## config.mk

```make
export PLATFORM = sky130hd
export DESIGN_NAME = address_payload_unpacker
export DESIGN_NICKNAME = d
export VERILOG_FILES = /design/src/hw/rtl/apu_pkg.sv /design/src/hw/rtl/apu_core.sv /design/src/hw/rtl/apu_skid.sv /design/src/hw/rtl/address_payload_unpacker.sv
export VERILOG_INCLUDE_DIRS = /design/src /design/src/hw/rtl
export SDC_FILE = /design/constraint.sdc
export NUM_CORES = 1
export LEC_CHECK = 0
export BUFFER_PORTS_ARGS = -buffer_cell sky130_fd_sc_hd__buf_2
export CAP_MARGIN = 20
export CORE_MARGIN = 3
export CORE_UTILIZATION = 48
export DETAILED_ROUTE_END_ITERATION = 16
export PLACE_DENSITY = 0.75
export SETUP_SLACK_MARGIN = 0.4
export SYNTH_ARGS = -nofsm -noshare
export SYNTH_HDL_FRONTEND = slang
export SYNTH_SLANG_ARGS = --single-unit
```

## constraint.sdc

```tcl
create_clock -name clk -period 6 [get_ports clk]
set_input_delay 1.2 -clock clk [delete_from_list [all_inputs] [get_ports clk]]
set_output_delay 1.2 -clock clk [all_outputs]
set_load 0.05 [all_outputs]
```

## src/hw/rtl/address_payload_unpacker_defines.svh

```systemverilog
// Assertion helpers for the files that check the design; the top level includes them.
`ifndef ADDRESS_PAYLOAD_UNPACKER_DEFINES_SVH
`define ADDRESS_PAYLOAD_UNPACKER_DEFINES_SVH

// Check that a condition holds at every clock edge outside reset.
`define APU_ASSERT_ALWAYS(label, expr) \
    label: assert property (@(posedge clk) disable iff (!rst_n) (expr)) \
        else $error("apu: invariant violated");

// Check that a condition implies a consequence in the same cycle.
`define APU_ASSERT_IMPLY(label, cond, conseq) \
    label: assert property (@(posedge clk) disable iff (!rst_n) (cond) |-> (conseq)) \
        else $error("apu: implication violated");

`endif

```

## src/hw/rtl/apu_pkg.sv

```systemverilog
package apu_pkg;

    // Status codes reported with the end of a payload
    localparam logic [2:0] STATUS_OK         = 3'd0;
    localparam logic [2:0] STATUS_PAD_LONG   = 3'd1;
    localparam logic [2:0] STATUS_PAD_NONZERO = 3'd2;
    localparam logic [2:0] STATUS_RESERVED   = 3'd3;
    localparam logic [2:0] STATUS_LENGTH     = 3'd4;

    localparam logic [6:0] BYTES_MAX     = 7'd127;
    localparam logic [6:0] HASH_LEN_BASE = 7'd20;
    localparam logic [3:0] BYTE_BITS     = 4'd8;
    localparam logic [3:0] SYMBOL_BITS   = 4'd5;
    localparam logic [2:0] PAD_LIMIT     = 3'd5;

    typedef struct packed {
        logic [7:0] hash_byte;
        logic       byte_valid;
        logic       end_of_payload;
        logic [2:0] status;
        logic [3:0] addr_type;
        logic [6:0] hash_length;
    } apu_result_t;

    // Expected hash length from the low version bits
    function automatic logic [6:0] hash_len_from_version(input logic [2:0] v);
        logic [6:0] base;
        begin
            base = HASH_LEN_BASE + {3'b000, v[1:0], 2'b00};
            hash_len_from_version = v[2] ? {base[5:0], 1'b0} : base;
        end
    endfunction

endpackage

```

## src/hw/rtl/apu_core.sv

```systemverilog
module apu_core (
    input  logic                clk,
    input  logic                rst_n,
    input  logic                in_fire,
    input  logic [4:0]          symbol,
    input  logic                last_symbol,
    output logic                has_result,
    output apu_pkg::apu_result_t result
);
    import apu_pkg::*;

    logic [11:0] acc_reg;
    logic [11:0] acc_next;
    logic [2:0]  pend_reg;
    logic [2:0]  pend_next;
    logic [6:0]  bytes_reg;
    logic [6:0]  bytes_next;
    logic [7:0]  version_reg;
    logic [7:0]  version_next;

    logic [3:0]  pend_sum;
    logic        form;
    logic        first;
    logic        emit;
    logic [11:0] shifted;
    logic [7:0]  new_byte;
    logic [6:0]  exp_len;
    logic [4:0]  pad_mask;
    logic [2:0]  status_val;

    // Shift the symbol in and form a byte once eight bits are pending
    always_comb
    begin
        acc_next  = {acc_reg[6:0], symbol};
        pend_sum  = {1'b0, pend_reg} + SYMBOL_BITS;
        form      = (pend_sum >= BYTE_BITS);
        pend_next = form ? 3'(pend_sum - BYTE_BITS) : pend_sum[2:0];
        shifted   = acc_next >> pend_next;
        new_byte  = shifted[7:0];
        first     = (bytes_reg == 7'd0);
        emit      = form && !first;
        version_next = (form && first) ? new_byte : version_reg;
        bytes_next   = (form && (bytes_reg != BYTES_MAX)) ? bytes_reg + 7'd1 : bytes_reg;
        exp_len   = hash_len_from_version(version_next[2:0]);
        pad_mask  = (5'd1 << pend_next) - 5'd1;
    end

    // Pick the first failing check at the end of a payload
    always_comb
    begin
        if (pend_next >= PAD_LIMIT)
        begin
            status_val = STATUS_PAD_LONG;
        end
        else if ((acc_next[3:0] & pad_mask[3:0]) != 4'd0)
        begin
            status_val = STATUS_PAD_NONZERO;
        end
        else if (version_next[7])
        begin
            status_val = STATUS_RESERVED;
        end
        else if (bytes_next != exp_len + 7'd1)
        begin
            status_val = STATUS_LENGTH;
        end
        else
        begin
            status_val = STATUS_OK;
        end
    end

    // Build the result word
    always_comb
    begin
        has_result            = emit || last_symbol;
        result.hash_byte      = emit ? new_byte : 8'd0;
        result.byte_valid     = emit;
        result.end_of_payload = last_symbol;
        result.status         = last_symbol ? status_val : STATUS_OK;
        result.addr_type      = last_symbol ? version_next[6:3] : 4'd0;
        result.hash_length    = last_symbol ? exp_len : 7'd0;
    end

    // Advance the state; drop back to the start after the last symbol
    always_ff @(posedge clk or negedge rst_n)
    begin
        if (!rst_n)
        begin
            acc_reg     <= '0;
            pend_reg    <= '0;
            bytes_reg   <= '0;
            version_reg <= '0;
        end
        else if (in_fire)
        begin
            if (last_symbol)
            begin
                acc_reg     <= '0;
                pend_reg    <= '0;
                bytes_reg   <= '0;
                version_reg <= '0;
            end
            else
            begin
                acc_reg     <= acc_next;
                pend_reg    <= pend_next;
                bytes_reg   <= bytes_next;
                version_reg <= version_next;
            end
        end
    end

endmodule

```

## src/hw/rtl/apu_skid.sv

```systemverilog
module apu_skid (
    input  logic                clk,
    input  logic                rst_n,
    input  logic                push,
    input  apu_pkg::apu_result_t push_data,
    output logic                full,
    output logic                out_valid,
    input  logic                out_ready,
    output apu_pkg::apu_result_t out_data
);
    import apu_pkg::*;

    logic        main_valid_reg;
    logic        main_valid_next;
    logic        skid_valid_reg;
    logic        skid_valid_next;
    apu_result_t main_reg;
    apu_result_t main_next;
    apu_result_t skid_reg;
    apu_result_t skid_next;
    logic        pop;

    assign pop       = main_valid_reg && out_ready;
    assign full      = skid_valid_reg;
    assign out_valid = main_valid_reg;
    assign out_data  = main_reg;

    // Move words between the output slot and the skid slot
    always_comb
    begin
        main_valid_next = main_valid_reg;
        skid_valid_next = skid_valid_reg;
        main_next       = main_reg;
        skid_next       = skid_reg;
        if (skid_valid_reg)
        begin
            if (pop)
            begin
                main_next       = skid_reg;
                skid_valid_next = 1'b0;
            end
        end
        else if (push)
        begin
            if (!main_valid_reg || pop)
            begin
                main_next       = push_data;
                main_valid_next = 1'b1;
            end
            else
            begin
                skid_next       = push_data;
                skid_valid_next = 1'b1;
            end
        end
        else if (pop)
        begin
            main_valid_next = 1'b0;
        end
    end

    // Hold valid flags under reset
    always_ff @(posedge clk or negedge rst_n)
    begin
        if (!rst_n)
        begin
            main_valid_reg <= 1'b0;
            skid_valid_reg <= 1'b0;
        end
        else
        begin
            main_valid_reg <= main_valid_next;
            skid_valid_reg <= skid_valid_next;
        end
    end

    // Payload needs no reset
    always_ff @(posedge clk)
    begin
        main_reg <= main_next;
        skid_reg <= skid_next;
    end

endmodule

```

## src/hw/rtl/address_payload_unpacker.sv

```systemverilog
// Address payload unpacker.
// Input channel: in_valid/in_ready carry one word per symbol: a 5-bit
// symbol and last_symbol marking the final symbol of a payload.
// Output channel: out_valid/out_ready carry result words: hash_byte with
// byte_valid for each hash byte formed, and on the last symbol
// end_of_payload with status, addr_type and hash_length.
// The first byte formed is the version byte and yields no word by itself;
// a symbol that neither forms a hash byte nor ends the payload yields none.
// A result word is registered into the output register when its symbol is taken,
// or into the skid slot while the output register holds an untaken word. Throughput: one symbol per
// cycle while in_ready is high, set by the combinational regroup logic in front of the output register.
// Stall: a two-entry output buffer (output register plus skid slot) keeps
// taking symbols while one word waits; in_ready drops only when both are
// occupied, and rises again once the receiver takes a word.
// Reset: rst_n clears the regroup state and empties the output buffer;
// the state also returns to its start after every last symbol.
`include "address_payload_unpacker_defines.svh"

module address_payload_unpacker (
    input  logic       clk,
    input  logic       rst_n,
    input  logic       in_valid,
    output logic       in_ready,
    input  logic [4:0] symbol,
    input  logic       last_symbol,
    output logic       out_valid,
    input  logic       out_ready,
    output logic [7:0] hash_byte,
    output logic       byte_valid,
    output logic       end_of_payload,
    output logic [2:0] status,
    output logic [3:0] addr_type,
    output logic [6:0] hash_length
);
    import apu_pkg::*;

    logic        in_fire;
    logic        has_result;
    logic        buf_full;
    apu_result_t core_result;
    apu_result_t out_word;

    assign in_ready = !buf_full;
    assign in_fire  = in_valid && in_ready;

    apu_core u_core (
        .clk         (clk),
        .rst_n       (rst_n),
        .in_fire     (in_fire),
        .symbol      (symbol),
        .last_symbol (last_symbol),
        .has_result  (has_result),
        .result      (core_result)
    );

    apu_skid u_skid (
        .clk       (clk),
        .rst_n     (rst_n),
        .push      (in_fire && has_result),
        .push_data (core_result),
        .full      (buf_full),
        .out_valid (out_valid),
        .out_ready (out_ready),
        .out_data  (out_word)
    );

    // Unpack the output word onto the ports
    assign hash_byte      = out_word.hash_byte;
    assign byte_valid     = out_word.byte_valid;
    assign end_of_payload = out_word.end_of_payload;
    assign status         = out_word.status;
    assign addr_type      = out_word.addr_type;
    assign hash_length    = out_word.hash_length;

    `APU_ASSERT_IMPLY(a_stall_needs_word, !in_ready, out_valid)
    `APU_ASSERT_IMPLY(a_word_has_content, out_valid, byte_valid || end_of_payload)
    `APU_ASSERT_IMPLY(a_status_only_at_end, out_valid && !end_of_payload,
                      status == STATUS_OK && hash_length == 7'd0)

endmodule

```

# Word level (Yosys, flattened, before mapping)
# Cells that the tools add are included.
totals:
  regBits: 75
  input_bits: 10
  out_inout_bits: 26
  word_cells: 81
classes:
  n_addsub: 6
  order_cmp: 2
  n_eq_ne: 4
  shifts: 2
  mux: 27
  n_bitwise: 3
  n_reduce_logical: 19
ops:
  columns: ["op", "n"]
  rows:
  - ["2-to-1 mux 24 bit", 4]
  - ["2-to-1 mux 7 bit", 5]
  - ["2-to-1 mux 8 bit", 3]
  - ["2-to-1 mux 3 bit", 7]
  - ["adder 7 x 1 -> 7 bit (second input constant)", 2]
  - ["right shift 12 x 3 -> 8 bit", 1]
  - ["AND reduction 3 bit", 3]
  - ["logical NOT 7 bit", 1]
  - ["2-to-1 mux 1 bit", 7]
  - ["inequality test 7 bit", 1]
  - ["inequality test 7 bit (second input constant)", 1]
  - ["adder 5 x 4 -> 6 bit (first input constant)", 1]
  - ["logical AND 1 bit", 6]
  - ["nonzero test 2 bit", 3]
  - ["adder 3 x 3 -> 4 bit (second input constant)", 1]
  - ["AND 4 bit", 1]
  - [">= comparator 4 bit (second input constant)", 1]
  - ["2-to-1 mux 4 bit", 1]
  - ["inequality test 2 bit (second input constant)", 2]
  - ["nonzero test 4 bit", 1]
  - ["<< shifter 1 x 3 -> 4 bit (first input constant)", 1]
  - ["subtractor 4 x 1 -> 4 bit (second input constant)", 1]
  - [">= comparator 3 bit (second input constant)", 1]
  - ["logical NOT 1 bit", 3]
  - ["3 further kinds", 5]

# Logic depth before layout (Yosys ltp)
logic_depth:
  ltp_word: 17
  ltp_mapped: 21

# Modules after synthesis
# From an unflattened synthesis, not the netlist that was laid out.
unflattened:
  cells_unflattened: 332
  hier_area_um2: 4100.2
modules_own_cells:
  columns: ["module", "instances", "cells_per_inst", "area_per_inst_um2", "seq_area_each_um2"]
  rows:
  - ["apu_core", 1, 243, 2227.1, 625.6]
  - ["apu_skid", 1, 86, 1854.3, 1491.4]
  - ["address_payload_unpacker", 1, 3, 18.8, 0.0]

# Worst setup path before layout
# OpenSTA, ideal clock, no wires.
synth_timing:
  path_kind: "register -> register"
  startpoint: "register u_core.pend_reg[0]"
  endpoint: "register u_skid.main_reg, in the netlist u_skid.out_data[13] (data pin)"
  setup_time_ns: 0.302
  t_arrival_ns: 3.946
  t_required_ns: 5.698
  setup_slack_ns: 1.752
  stages_incl_launch_ff: 22
  period_less_slack_ns: 4.248
  path_cell_list: "dfrtp_1 buf_2 buf_2 buf_2 inv_1 ha_1 buf_6 buf_2 buf_2 nand3b_1 mux2i_1 nor4_4 mux2i_1 inv_1 ha_1 ha_1 xor2_1 xnor2_1 nor3_1 o21ai_0 a311oi_2 a31oi_1"
synth_rtl:
  columns: ["element", "line", "source"]
  rows:
  - ["from (decl)", "apu_core.sv:14", "logic [2:0] pend_reg;"]
  - ["from (signal assigned)", "apu_core.sv:107", "pend_reg <= pend_next;"]
  - ["to (signal assigned)", "apu_skid.sv:80", "main_reg <= main_next;"]
  - ["to (decl)", "apu_skid.sv:17", "apu_result_t main_reg;"]

==> flow_summary.toml <==
[cts]
clk_path_buf_depth = 2
cts_buffers = 9
cts_resized = 0
cts_setup_buffers = 0
clock_sinks = 71
cts_tree = "yes"
cts_root_buf = "clkbuf_8"
ctsHoldBuffers = 0
clk_pin_slew_ns = 0.08
clock_latency_ns = 0.35
htreeDepth = 3

[drt]
ant_nets = 0
drt_iter0_drc = 191
viasPerCell = 5.83
first_pass_iters = 4
drc = 0
drt-total-wl_um = 8660
vias = 2965
avgRoutedWirePerCell_um = 17.0

[synthesis]
syn_area_um2 = 4100
async_flop_share_pct = 38.0
yosysMostFrequentCell = "nand2_1"
yosys.area.top_type = "edfxtp_1"
yosysWarnings = 0
synth_cells = 376
synth_edf_count = 44
seq_area_frac_synth_pct = 48.7
synthFlopType = "edfxtp_1"
synth.area.top_cells = "edfxtp_1, dfrtp_1, nand2_1, mux2_2, mux4_2"
synth_seq_cells = 71
syn_area_per_cell_um2 = 10.9
synth_top_cell_area_share_pct = 32.3
synth_cell_types = 58
synthTopCellsByCount = "nand2_1, edfxtp_1, o21ai_0, dfrtp_1, nor2_1"

[min_path]
hold_path_class = "flip-flop to flip-flop"

[power]
powerDensity_nw_per_um2 = 552
p_seq_share_pct = 31.8
ir_drop_mv = 0.210
power_mw = 2.49
comb_power_share_pct = 52.8
net-switching-power_mw = 1.13
clock_power_share_pct = 15.4
p_sw_share_pct = 45.4
internal_power_mw = 1.36
p_leak_nw = 1.82

[floorplan]
core_region_area_um2 = 8260
die_x_um = 98.4
dieHeight_um = 98.4
die-area_um2 = 9680
start_util_pct = 49.6
io_pins = 36
num_rows = 33

[cells_and_area]
drive_above_1_share_pct = 22.5
area_growth_pct = 9.96
stdcell_area_um2 = 4500
final_core_util_pct = 54.5
n_antenna_cell = 0
final_cell_count_no_fill = 509
layout.nets = 419

[sta]
maxSlewHeadroom_pct = 22.0
holdWs_ns = 0.484
rsz0062_at_grt = "false"
fin_crit_sh_pct = 78.0
clock.fmax_ghz = 0.214
setup_viol = 0
finClkSkew_ns = 0.00625
hold_viol_final = 0
slew_viol_final = 0
fin_crit_ns = 4.68
worst_pin_slew_ns = 1.17
fin_ws_ns = 1.32
tns_ns = 0

[place]
post-place-ws_ns = 1.34
gp_congestion = 0.931
port_buffers = 33
dp_hpwl_um = 5920
placed_cells = 493
placed_cell_area_um2 = 4310

[grt]
grt_pass1_vias = 2822
antenna_found_initial = 0
track_usage_pct = 18.6
grt_max_degree = 34
grt_pass1_wl_um = 14400
gr-total-overflow = 0

[critical_path]
crit_fanout = 26
crit_type = "flip-flop to flip-flop"
crit_path_end_kind = "flip-flop"
arrival_ns = 4.76
cp.required_ns = 6.08
r2r_setup_slack_ns = 1.32
startpoint_type = "flip-flop"

[outcome]
status = "complete, no violations"

[job]
cap_violations = 0
[routing by layer]
metal  vias to the layer above  track usage, %  wire length [um]
met1                      1418            26.7              4100
met3                         9            3.93               614
met2                        99            27.8              3830
met5                         -               0                 0
met4                         0            7.25               106
li1                       1439               -                 -
[cells in the final DEF, fill, tap and decap left out, types with 3 or more instances in the layout]
cell,Yosys,final
inv_1,9,9
a21oi_1,12,12
dfrtp_1,27,27
nor3b_1,5,4
mux2_2,16,16
o21ai_0,28,28
nor2b_1,5,5
and2_1,8,8
nor2_1,17,17
nand4_1,4,4
edfxtp_1,44,44
a21o_1,3,3
clkbuf_8,0,9
nor3_1,8,8
and3_1,5,5
nand3b_1,9,9
buf_4,3,5
buf_2,8,33
nand2_1,54,54
nand3_1,5,5
xnor2_1,3,3
mux4_2,8,8
a31oi_1,3,3
mux2i_1,10,10
clkinvlp_4,0,3
xor2_1,6,6
ha_1,10,10
a41oi_1,3,3
o31ai_1,11,11
[worst paths after layout]
path	startpoint	end	cells after the start
setup / recovery	u_core.pend_reg[0]	u_skid.out_data[13]	14
hold / removal	u_core.version_reg[6]	u_core.version_reg[6]	2
setup reg to reg	u_core.pend_reg[0]	u_skid.out_data[13]	14
hold reg to reg	u_core.version_reg[6]	u_core.version_reg[6]	2
max in group asynchronous	rst_n	u_core.acc_reg[0]	1
min in group asynchronous	rst_n	u_core.bytes_reg[1]	1
[worst max-delay path, stage by stage (launching register included)]
cell and delay, ns:
dfrtp_1 0.50, buf_4 0.31, inv_1 0.14, ha_1 0.87, mux4_2 0.62, mux2i_1 0.23
o21ai_0 0.17, ha_1 0.24, ha_1 0.32, xor2_1 0.23, xnor2_1 0.10, nor3_1 0.12
o21ai_0 0.12, a311oi_2 0.30, a31oi_1 0.12
[kinds of logic (layout without fill, tap and decap cells)]
kind of cell | Yosys count | in the layout | synth area share, %
multiplexers | 36 | 36 | 12.0
flip-flops | 71 | 71 | 48.7
AND/OR/NAND/NOR | 129 | 129 | 16.5
other | 1 | 2 | 0.0915
XOR/XNOR | 9 | 9 | 1.92
AO/OA/AOI/OAI | 83 | 83 | 13.5
buffers and inverters | 37 | 64 | 4.28
adder cells (fa/ha/maj) | 10 | 10 | 3.05
[cell type report]
type | count | area (um2)
Fill cell | 712 | 3750
Inverter | 10 | 37.5
Tap cell | 105 | 131
Clock buffer | 10 | 128
Multi-Input combinational cell | 269 | 1940
Sequential cell | 71 | 2000
Timing Repair Buffer | 38 | 203
Clock inverter | 6 | 70.1
[power by group through the flow]
stage / clock (mW) / combinational (mW) / sequential, mW
detailed placement: 0 / 1.31 / 0.802
finish: 0.383 / 1.31 / 0.792
floorplan: 0 / 0.896 / 0.967
global route: 0.416 / 1.43 / 0.813
global placement: 0 / 1.29 / 0.797
CTS: 0.389 / 1.31 / 0.792
No activity file was read; power rests on OpenSTA's default activity.
